===== config.mk =====
export PLATFORM = sky130hd
export DESIGN_NAME = overwriting_ring_deque
export DESIGN_NICKNAME = d
export VERILOG_FILES = /design/src/design/ord_pkg.sv /design/src/design/ord_mem.sv /design/src/design/ord_ctrl.sv /design/src/design/overwriting_ring_deque.sv
export SDC_FILE = /design/constraint.sdc
export NUM_CORES = 1
export LEC_CHECK = 0
export ABC_AREA = 1
export BUFFER_PORTS_ARGS = -buffer_cell sky130_fd_sc_hd__buf_4
export CAP_MARGIN = 0
export CORE_MARGIN = 3
export CORE_UTILIZATION = 40
export DETAILED_ROUTE_END_ITERATION = 8
export HOLD_SLACK_MARGIN = 0.08
export PLACE_DENSITY = 0.66
export RECOVER_POWER = 100
export REMOVE_ABC_BUFFERS = 1
export SLEW_MARGIN = 20
export SYNTH_ARGS = -nofsm -noshare
export SYNTH_HDL_FRONTEND = slang
export SYNTH_SLANG_ARGS = --single-unit

===== constraint.sdc =====
create_clock -name clk_i -period 10.6 [get_ports clk_i]
set_input_delay 1.59 -clock clk_i [delete_from_list [all_inputs] [get_ports clk_i]]
set_output_delay 1.59 -clock clk_i [all_outputs]
set_load 0.005 [all_outputs]

===== src/design/ord_pkg.sv =====
// Shared types and constants for the overwriting ring deque.
package ord_pkg;

  localparam int unsigned DEPTH_DEF      = 16;
  localparam int unsigned ELEM_WIDTH_DEF = 32;
  localparam int unsigned CAP_RESET      = 16;

  localparam int unsigned OP_W        = 3;
  localparam int unsigned VALUE_W     = 32;
  localparam int unsigned OFFSET_W    = 4;
  localparam int unsigned DATA_W      = 32;
  localparam int unsigned COUNT_W     = 5;
  localparam int unsigned CAP_W       = 5;
  localparam int unsigned IN_TDATA_W  = 40;
  localparam int unsigned OUT_TDATA_W = 48;

  typedef enum logic [OP_W-1:0] {
    OP_PUSH_FRONT = 3'd0,
    OP_PUSH_BACK  = 3'd1,
    OP_POP_FRONT  = 3'd2,
    OP_POP_BACK   = 3'd3,
    OP_PEEK_FRONT = 3'd4,
    OP_PEEK_BACK  = 3'd5
  } op_e;

  typedef enum logic {
    ST_IDLE = 1'b0,
    ST_READ = 1'b1
  } state_e;

endpackage


===== src/design/ord_mem.sv =====
// Slot storage: one synchronous single-port memory with registered read data.
module ord_mem #(
  parameter int unsigned DEPTH      = 16,
  parameter int unsigned ELEM_WIDTH = 32,
  localparam int unsigned IW        = (DEPTH > 1) ? $clog2(DEPTH) : 1
) (
  input  logic                  clk_i,
  input  logic                  we_i,
  input  logic                  re_i,
  input  logic [IW-1:0]         addr_i,
  input  logic [ELEM_WIDTH-1:0] wdata_i,
  output logic [ELEM_WIDTH-1:0] rdata_o
);

  logic [ELEM_WIDTH-1:0] mem_q [DEPTH];
  logic [ELEM_WIDTH-1:0] rdata_q;

  always_ff @(posedge clk_i) begin
    if (we_i) begin
      mem_q[addr_i] <= wdata_i;
    end
    if (re_i) begin
      rdata_q <= mem_q[addr_i];
    end
  end

  assign rdata_o = rdata_q;

endmodule


===== src/design/ord_ctrl.sv =====
// Deque control: index and count update, memory access and the result register.
module ord_ctrl
  import ord_pkg::*;
#(
  parameter int unsigned DEPTH      = DEPTH_DEF,
  parameter int unsigned ELEM_WIDTH = ELEM_WIDTH_DEF,
  localparam int unsigned IW        = (DEPTH > 1) ? $clog2(DEPTH) : 1,
  localparam int unsigned CW        = $clog2(DEPTH + 1)
) (
  input  logic                   clk_i,
  input  logic                   rst_ni,
  input  logic                   clear_i,
  input  logic [CW-1:0]          cap_i,
  input  logic                   s_axis_tvalid,
  output logic                   s_axis_tready,
  input  logic [IN_TDATA_W-1:0]  s_axis_tdata,
  output logic                   m_axis_tvalid,
  input  logic                   m_axis_tready,
  output logic [OUT_TDATA_W-1:0] m_axis_tdata,
  output logic                   mem_we_o,
  output logic                   mem_re_o,
  output logic [IW-1:0]          mem_addr_o,
  output logic [ELEM_WIDTH-1:0]  mem_wdata_o,
  input  logic [ELEM_WIDTH-1:0]  mem_rdata_i
);

  localparam int unsigned SW = ((CW > OFFSET_W) ? CW : OFFSET_W) + 1;

  state_e st_q, st_d;
  logic [IW-1:0] front_q, front_d, back_q, back_d;
  logic [CW-1:0] count_q, count_d;
  logic          m_valid_q, m_valid_d;

  logic [DATA_W-1:0] res_data_q, res_data_d;
  logic              res_valid_q, res_valid_d;
  logic              res_over_q, res_over_d;
  logic [CW-1:0]     res_count_q, res_count_d;
  logic              res_empty_q, res_empty_d;
  logic              res_full_q, res_full_d;

  op_e               op;
  logic [VALUE_W-1:0]  value;
  logic [OFFSET_W-1:0] offset;
  logic              accept, out_free, full, empty, rd;
  logic [SW-1:0]     cap_w, inc_f, inc_b, pos_f, pos_b;
  logic [IW-1:0]     cap_m1, front_inc, front_dec, back_inc, back_dec, peek_f, peek_b;
  logic [ELEM_WIDTH+VALUE_W-1:0] wext;
  logic [ELEM_WIDTH+DATA_W-1:0]  rext;
  logic [CW+COUNT_W-1:0]         cext;

  assign op     = op_e'(s_axis_tdata[OP_W-1:0]);
  assign value  = s_axis_tdata[OP_W +: VALUE_W];
  assign offset = s_axis_tdata[OP_W+VALUE_W +: OFFSET_W];

  assign out_free      = !m_valid_q || m_axis_tready;
  assign s_axis_tready = (st_q == ST_IDLE) && out_free;
  assign accept        = s_axis_tvalid && s_axis_tready;

  assign full  = (count_q == cap_i);
  assign empty = (count_q == '0);

  // Ring arithmetic modulo the active capacity.
  assign cap_w     = SW'(cap_i);
  assign cap_m1    = cap_w[IW-1:0] - IW'(1);
  assign inc_f     = SW'(front_q) + SW'(1);
  assign inc_b     = SW'(back_q) + SW'(1);
  assign front_inc = (inc_f >= cap_w) ? '0 : inc_f[IW-1:0];
  assign back_inc  = (inc_b >= cap_w) ? '0 : inc_b[IW-1:0];
  assign front_dec = (front_q == '0) ? cap_m1 : front_q - IW'(1);
  assign back_dec  = (back_q == '0) ? cap_m1 : back_q - IW'(1);

  // Both peek positions stay below twice the capacity, so one subtract wraps them.
  assign pos_f  = SW'(front_q) + SW'(offset);
  assign pos_b  = SW'(back_q) + cap_w - SW'(1) - SW'(offset);
  assign peek_f = (pos_f >= cap_w) ? IW'(pos_f - cap_w) : pos_f[IW-1:0];
  assign peek_b = (pos_b >= cap_w) ? IW'(pos_b - cap_w) : pos_b[IW-1:0];

  assign wext        = {{ELEM_WIDTH{1'b0}}, value};
  assign mem_wdata_o = wext[ELEM_WIDTH-1:0];
  assign rext        = {{DATA_W{1'b0}}, mem_rdata_i};

  always_comb begin
    st_d        = st_q;
    front_d     = front_q;
    back_d      = back_q;
    count_d     = count_q;
    m_valid_d   = m_valid_q && !m_axis_tready;
    res_data_d  = res_data_q;
    res_valid_d = res_valid_q;
    res_over_d  = res_over_q;
    res_count_d = res_count_q;
    res_empty_d = res_empty_q;
    res_full_d  = res_full_q;
    mem_we_o    = 1'b0;
    mem_re_o    = 1'b0;
    mem_addr_o  = front_q;
    rd          = 1'b0;

    if (st_q == ST_READ) begin
      res_data_d = rext[DATA_W-1:0];
      m_valid_d  = 1'b1;
      st_d       = ST_IDLE;
    end

    if (accept) begin
      res_over_d = 1'b0;
      case (op)
        OP_PUSH_FRONT: begin
          mem_we_o   = 1'b1;
          mem_addr_o = front_dec;
          front_d    = front_dec;
          if (full) begin
            back_d     = back_dec;
            res_over_d = 1'b1;
          end else begin
            count_d = count_q + CW'(1);
          end
        end
        OP_PUSH_BACK: begin
          mem_we_o   = 1'b1;
          mem_addr_o = back_q;
          back_d     = back_inc;
          if (full) begin
            front_d    = front_inc;
            res_over_d = 1'b1;
          end else begin
            count_d = count_q + CW'(1);
          end
        end
        OP_POP_FRONT: begin
          if (!empty) begin
            rd         = 1'b1;
            mem_addr_o = front_q;
            front_d    = front_inc;
            count_d    = count_q - CW'(1);
          end
        end
        OP_POP_BACK: begin
          if (!empty) begin
            rd         = 1'b1;
            mem_addr_o = back_dec;
            back_d     = back_dec;
            count_d    = count_q - CW'(1);
          end
        end
        OP_PEEK_FRONT: begin
          if (SW'(offset) < SW'(count_q)) begin
            rd         = 1'b1;
            mem_addr_o = peek_f;
          end
        end
        OP_PEEK_BACK: begin
          if (SW'(offset) < SW'(count_q)) begin
            rd         = 1'b1;
            mem_addr_o = peek_b;
          end
        end
        default: begin
        end
      endcase
      mem_re_o    = rd;
      res_valid_d = rd;
      res_data_d  = '0;
      res_count_d = count_d;
      res_empty_d = (count_d == '0);
      res_full_d  = (count_d == cap_i);
      // A read result waits in ST_READ for the memory; every other result is registered now.
      st_d        = rd ? ST_READ : ST_IDLE;
      m_valid_d   = !rd;
    end
  end

  always_ff @(posedge clk_i or negedge rst_ni) begin
    if (!rst_ni) begin
      st_q      <= ST_IDLE;
      front_q   <= '0;
      back_q    <= '0;
      count_q   <= '0;
      m_valid_q <= 1'b0;
    end else begin
      st_q      <= st_d;
      m_valid_q <= m_valid_d;
      if (clear_i) begin
        front_q <= '0;
        back_q  <= '0;
        count_q <= '0;
      end else begin
        front_q <= front_d;
        back_q  <= back_d;
        count_q <= count_d;
      end
    end
  end

  always_ff @(posedge clk_i) begin
    res_data_q  <= res_data_d;
    res_valid_q <= res_valid_d;
    res_over_q  <= res_over_d;
    res_count_q <= res_count_d;
    res_empty_q <= res_empty_d;
    res_full_q  <= res_full_d;
  end

  assign cext          = {{COUNT_W{1'b0}}, res_count_q};
  assign m_axis_tvalid = m_valid_q;
  assign m_axis_tdata  = {7'b0, res_full_q, res_empty_q, cext[COUNT_W-1:0],
                          res_over_q, res_valid_q, res_data_q};

endmodule


===== src/design/overwriting_ring_deque.sv =====
// Top level of the overwriting ring deque: capacity register, control and slot memory.
//
// A pop or peek that finds an element waits in ST_READ for the registered slot read;
// any other op completes without one. One operation is in flight at a time. A new
// operation is taken only when the output register is empty or its result transfers
// in that same cycle, so a waiting result holds off the input. Writing the capacity
// (clamped to 1..DEPTH) empties the deque at once.
module overwriting_ring_deque
  import ord_pkg::*;
#(
  parameter int unsigned DEPTH      = DEPTH_DEF,
  parameter int unsigned ELEM_WIDTH = ELEM_WIDTH_DEF
) (
  input  logic                   clk_i,
  input  logic                   rst_ni,
  input  logic                   cfg_we_i,
  input  logic [CAP_W-1:0]       cfg_wdata_i,   // capacity
  input  logic                   s_axis_tvalid,
  output logic                   s_axis_tready,
  // op[2:0], value[34:3], offset[38:35], zero[39]
  input  logic [IN_TDATA_W-1:0]  s_axis_tdata,
  output logic                   m_axis_tvalid,
  input  logic                   m_axis_tready,
  // data[31:0], valid_res[32], overwrote[33], count[38:34], is_empty[39],
  // is_full[40], zero[47:41]
  output logic [OUT_TDATA_W-1:0] m_axis_tdata
);

  localparam int unsigned IW = (DEPTH > 1) ? $clog2(DEPTH) : 1;
  localparam int unsigned CW = $clog2(DEPTH + 1);
  localparam int unsigned KW = (CW > CAP_W) ? CW : CAP_W;
  localparam int unsigned CAP_RST = (CAP_RESET < DEPTH) ? CAP_RESET : DEPTH;

  logic [CW-1:0]         cap_q, cap_d;
  logic [KW-1:0]         cfg_ext, cap_clamp;
  logic                  mem_we, mem_re;
  logic [IW-1:0]         mem_addr;
  logic [ELEM_WIDTH-1:0] mem_wdata, mem_rdata;

  assign cfg_ext   = KW'(cfg_wdata_i);
  assign cap_clamp = (cfg_ext == '0) ? KW'(1) :
                     (cfg_ext > KW'(DEPTH)) ? KW'(DEPTH) : cfg_ext;
  assign cap_d     = cap_clamp[CW-1:0];

  always_ff @(posedge clk_i or negedge rst_ni) begin
    if (!rst_ni) begin
      cap_q <= CW'(CAP_RST);
    end else if (cfg_we_i) begin
      cap_q <= cap_d;
    end
  end

  ord_ctrl #(
    .DEPTH      (DEPTH),
    .ELEM_WIDTH (ELEM_WIDTH)
  ) u_ctrl (
    .clk_i         (clk_i),
    .rst_ni        (rst_ni),
    .clear_i       (cfg_we_i),
    .cap_i         (cap_q),
    .s_axis_tvalid (s_axis_tvalid),
    .s_axis_tready (s_axis_tready),
    .s_axis_tdata  (s_axis_tdata),
    .m_axis_tvalid (m_axis_tvalid),
    .m_axis_tready (m_axis_tready),
    .m_axis_tdata  (m_axis_tdata),
    .mem_we_o      (mem_we),
    .mem_re_o      (mem_re),
    .mem_addr_o    (mem_addr),
    .mem_wdata_o   (mem_wdata),
    .mem_rdata_i   (mem_rdata)
  );

  ord_mem #(
    .DEPTH      (DEPTH),
    .ELEM_WIDTH (ELEM_WIDTH)
  ) u_mem (
    .clk_i   (clk_i),
    .we_i    (mem_we),
    .re_i    (mem_re),
    .addr_i  (mem_addr),
    .wdata_i (mem_wdata),
    .rdata_o (mem_rdata)
  );

endmodule

# --- After elaboration in Yosys (flattened, before gate mapping) ---
# Memory sizes are Yosys's and may differ from the RTL's. A register that Yosys moved wholly into a read port is not among the register bits.
# Index checks and enable logic that the tools add are counted.
totals:
  register_bits: 61
  mem_bits_rw: 512
  inputBits: 50
  out_inout_bits: 50
  wordCells: 108
  n_memories: 1
classes:
  addsub: 13
  n_lt_le_gt_ge: 6
  n_eq_ne: 11
  muxes: 43
  bitwise_logic: 1
  n_reduce_logical: 21
memory_table:
  columns: ["name", "depth", "word_bits", "read_ports", "rd_clocked_by_memory_dff", "wr", "line_no", "rtl"]
  rows:
  - ["u_mem.mem_q", 16, 32, 1, 1, 1, "ord_mem.sv:15", "logic [ELEM_WIDTH-1:0] mem_q [DEPTH];"]
op_table:
  columns: ["op", "n"]
  rows:
  - ["$mux 4", 18]
  - ["$mux 5", 7]
  - ["$pmux 4 s3", 2]
  - ["$pmux 4 s5", 1]
  - ["$ge 5x5->1", 3]
  - ["$logic_not 5->1", 3]
  - ["$mux 1", 13]
  - ["$sub 4x1->4 const B", 3]
  - ["$add 4x1->5 const B", 2]
  - ["$eq 5x5->1", 2]
  - ["$pmux 5 s2", 1]
  - ["$logic_not 4->1", 2]
  - ["$reduce_and 4->1", 2]
  - ["$reduce_bool 4->1", 2]
  - ["$sub 4x4->4", 2]
  - ["$add 4x5->6", 1]
  - ["$eq 3x2->1 const B", 2]
  - ["$eq 3x3->1 const B", 2]
  - ["$ge 6x5->1", 1]
  - ["$ne 3x2->1 const B", 2]
  - ["$ne 3x3->1 const B", 2]
  - ["$reduce_or 2->1", 3]
  - ["$sub 6x1->6 const B", 1]
  - ["$sub 6x4->6", 1]
  - ["13 further kinds", 17]

# --- Logic depth before layout (Yosys ltp) ---
depth:
  ltp_word: 8
  depth_mapped: 29
  depth_no_buf: 27

# --- By module ---
# From an unflattened synthesis, not the netlist that was laid out.
unflattened:
  hier_cells: 2803
  hier_area_um2: 27620.2
modules_own_cells:
  columns: ["module", "instances", "cells_per_inst", "area_each_um2"]
  rows:
  - ["ord_mem", 1, 2113, 22534.1]
  - ["ord_ctrl", 1, 664, 4873.4]
  - ["overwriting_ring_deque", 1, 26, 212.7]

# --- Worst setup path after synthesis ---
# No wires, ideal clock.
synth_timing:
  kind: "input port to flip-flop"
  from: "input port s_axis_tdata[36]"
  to: "memory u_mem.mem_q[3][0] (enable)"
  setup_time_ns: 0.421
  arrival_time_ns: 6.061
  t_required_ns: 10.179
  path_slack_ns: 4.118
  stages: 21
  n_path_buf: 2
  cell_sequence: "inv_1 -> fa_1 -> ha_1 -> fa_1 -> xor2_1 -> ha_1 -> a21oi_1 -> nand2_1 -> nand2_1 -> nand3_2 -> nand2_1 -> nand2_1 -> o21ai_0 -> nand2_1 -> nand2_1 -> nand2_1 -> nand2_1 -> buf_2 -> buf_2 -> nand4_1 -> nor2_1"
synth_between:
  elab_chain_cells: 6
synth_lines:
  columns: ["item", "line_no", "rtl"]
  rows:
  - ["start: declaration", "overwriting_ring_deque.sv:21", "input logic [IN_TDATA_W-1:0] s_axis_tdata,"]
  - ["$sub 6x4->6 / $add 4x4->5 (equally long branches)", "ord_ctrl.sv:74, ord_ctrl.sv:73", null]
  - ["$ge 6x5->1, or another cell as far along", "ord_ctrl.sv:76", "assign peek_b = (pos_b >= cap_w) ? IW'(pos_b - cap_w) : pos_b[IW-1:0];"]
  - ["$mux 4 (on tied branches)", "ord_ctrl.sv:76, ord_ctrl.sv:75", null]
  - ["$mux 4 (on tied branches)", "ord_ctrl.sv:153, ord_ctrl.sv:147", null]
  - ["$pmux 4 s5 (*)", "ord_ctrl.sv:107", "case (op)"]
  - ["$mux 4 (*)", "ord_ctrl.sv:105", "if (accept) begin"]
  - ["end: declaration", "ord_mem.sv:15", null]
# Mark *: on every way between the ends. The rest lies on a longest branch, timed or not.

# --- Worst setup path in the final report ---
layout_timing:
  from: "input port s_axis_tdata[36]"
  to: "memory u_mem.mem_q[0][9] (enable)"
# Same word-level chain as after synthesis.

==> metrics <==
critical path type input pin to flip-flop; PwrDens 227 nW/um2; worst r2r path cells 22; Yosys warning count 0; total power approximately 0.0070 W; Final Skew around 31 ps; GRT overflow 0; CP startpoint kind input pin; RR Endpoint u_mem.mem_q[0][9]; pin count of the biggest net entering global routing about 130; CTS Sinks around 610; CTS Hold Bufs 0; synthesis-to-layout area growth 12.4%; Post-DRT Antenna Nets 0; Die Wd approximately 270 um; die span in y 269 um; most frequent CP cell nand2_1; M1 GR Usage between 20% and 30%; Hold EP u_ctrl.res_data_q[14]; grt peak-use layer met2; post-synthesis area per instance around 10 um2; GPL Wtd Cong around 0.9; fmax about 120 MHz; H-tree levels 3; grt met2 use 31.8%; First-pass DRT Iterations 6; Post-DP HPWL around 36000 um; crit share post-route 80.8%; slew margin rel. -88.9%; worst hold slack 545 ps; final wirelength around 67000 um; # DRC 0; Crit. End Element flip-flop; Slew Limit Fails 118; Hold Path Stages 3; FF+latch count, synth 605; PortBufs 91; synthesized area approximately 28000 um2; RSZ-0062 raised after global routing false; routed wire length per instance 18.1 um; Worst EP arrival 8810 ps; cts repair resizes 0; crit path buf inv count 5; TritonCTS clock tree yes; final setup TNS 0 ps; CP max FO ~130; maximum vdd drop roughly 0.13 mV; io pins 100; area share of the largest cell type after synthesis about three fifths; Core Area approximately 68000 um2; internal reg-to-reg setup slack around 2500 ps; CTS Buf Count 66; Syn Inst Count roughly 2800; share of the yosys chip area belonging to registers between 60 and 70%; initial core utilization 40.7%; first-pass GRT wire length roughly 100000 um; Die ar. slightly above 70000 um2; detailed-route via count between 15000 and 20000; Synth area leader edfxtp_1; clock slew at reported path FFs ~60 ps; Cell Chain, Critical Path buf_4 -> inv_1 -> fa_1 -> ha_1 -> fa_1 -> xor2_1 -> ha_1 -> nand2_1 -> inv_1 -> nand2_1 -> nand2_1 -> nand2_1 -> nand3_2 -> nand2_1 -> nand3_1 -> nand2_1 -> nand2_1 -> nand3_1 -> buf_4 -> nand2_8 -> nand3_1 -> nor2_4 -> buf_4; met3 usage under 10%; hold path start u_mem.rdata_o[14]; postcts setup bufs 0; initial drt markers approximately 1700; initial antenna violation count 3; commonest cells after routing, fill and taps aside nand2_1 (1254), edfxtp_1 (553), nand3_1 (283); clock insertion delay at the later pin of the skew report 610 ps; Crit path required time around 11000 ps; slowest stage delay, CP about 1300 ps; Area contributors post-synth edfxtp_1 (60%), nand2_1 (17%), nand3_1 (5.1%), dfxtp_1 (2.3%), inv_1 (2.2%); commonest non-fill, non-tap cell in the layout nand2_1; Worst-Margin Slew approximately 2800 ps; Hold Crit Class flip-flop to flip-flop; Final Setup Violations 0; ratio of cells with drive above 1 in the final layout a little under a tenth; Max-Cap Viols 3; Worst R2R Start cap_q[0]; root buf cell clkbuf_16; CP delay by family, top simple AND/OR/NAND/NOR gates; Nets between 2000 and 3000; Lkg Pwr between 10 and 15 nW; failing checks capacitance limit, slew limit; total track usage 18.8%; Crit-path slowest cell nand3_1; cell row count 95; fin crit period between 8000 and 9000 ps; number of global-route vias before repair 18300; CTS Buffer Depth 3; Fin. Hold Viols 0; Via-to-Cell Ratio 5.08; status finished, violations left; Unique masters post-synth slightly below 50; Layout Utilization a little under half
layer usage:
metal  routed length [um]  share of wire [%]
met5                   33              0.049
met4                 1400                2.1
met2                32400                 48
met1                29000                 43
met3                 4610                6.8
cells by family after synthesis:
logic type	share of synthesized area [%]
AND/OR/NAND/NOR	23.8
AO/OA/AOI/OAI	2.12
multiplexers	1.31
other	0.0136
flip-flops	64.3
adder cells (fa/ha/maj)	2.30
XOR/XNOR	0.730
buffers and inverters	5.45
area by class of cell:
cell class	count	area, um2
multi-input cells	1829	8540
flip-flops and latches	605	17700
inverters	179	679
clock buffers	78	1730
well taps	873	1090
fillers	6204	36700
clock inverters	40	452
repair buffers	126	781
diodes	1	2.50
worst max-delay path by stage:
stage                     start                  to  slack, ps  depth (start not counted)
2_1_floorplan  s_axis_tdata[36]   u_mem.mem_q[2][0]      -1700                         20
3_3_place_gp   s_axis_tdata[36]   u_mem.mem_q[0][8]       2610                         23
3_5_place_dp   s_axis_tdata[36]  u_mem.mem_q[0][12]       2580                         23
4_1_cts        s_axis_tdata[36]   u_mem.mem_q[0][9]       3200                         23
5_1_grt           m_axis_tready  u_mem.mem_q[0][16]       1460                         12
6_report       s_axis_tdata[36]   u_mem.mem_q[0][9]       2030                         23
tightest hold or removal path, delay by kind of cell, from the launching register on:
kind | cells | cell delay [ps]
flops | 1 | 310
mux | 1 | 130
simple gates | 1 | 40
buf+inv | 1 | 40
power by group:
| part | internal (W) | leakage, nW | switching [W] |
|---|---|---|---|
| logic | 0.000584 | 6.55 | 0.00141 |
| registers | 0.00271 | 5.51 | 0.0000425 |
| clock network | 0.00133 | 1.04 | 0.000957 |
synthesized netlist by cell type, drive strengths merged:
cell / number
a221oi: 1
dfrtp: 19
nor2: 56
xor2: 19
o21ai: 40
edfxtp: 553
clkinv: 2
a32o: 4
inv: 177
conb: 1
nand4: 13
o2111ai: 2
a31oi: 2
o211ai: 8
nand3b: 1
a21oi: 20
ha: 38
a211oi: 1
o221ai: 1
dfstp: 1
nand2: 1266
dfxtp: 32
o311ai: 1
or2: 2
nor3: 5
xnor2: 4
o21a: 2
a21o: 1
fa: 8
o22ai: 10
clkbuf: 18
mux2: 32
a22oi: 1
nand3: 284
buf: 132
state kept, by name (all words and copies together), names as in the netlist:
name	count
u_ctrl.count_q	5
u_ctrl.st_q	1
cap_q	5
u_ctrl.m_axis_tvalid	1
u_ctrl.res_valid_q	1
u_ctrl.res_full_q	1
u_ctrl.back_q	4
u_ctrl.res_count_q	5
u_ctrl.front_q	4
u_ctrl.res_empty_q	1
u_mem.rdata_o	32
u_ctrl.res_data_q	32
u_mem.mem_q	512
u_ctrl.res_over_q	1
through the flow:
step                      cell area [um2]  worst slack (ps)  instances
after floorplan                     26800             -1700       2613
after global placement              29000              2610       3612
after detailed placement            29000              2580       3612
after CTS                           31200              3200       3730
after global routing                31000              1460       3731
final                               31000              2030       3731
(Power assumes the default switching activity.)
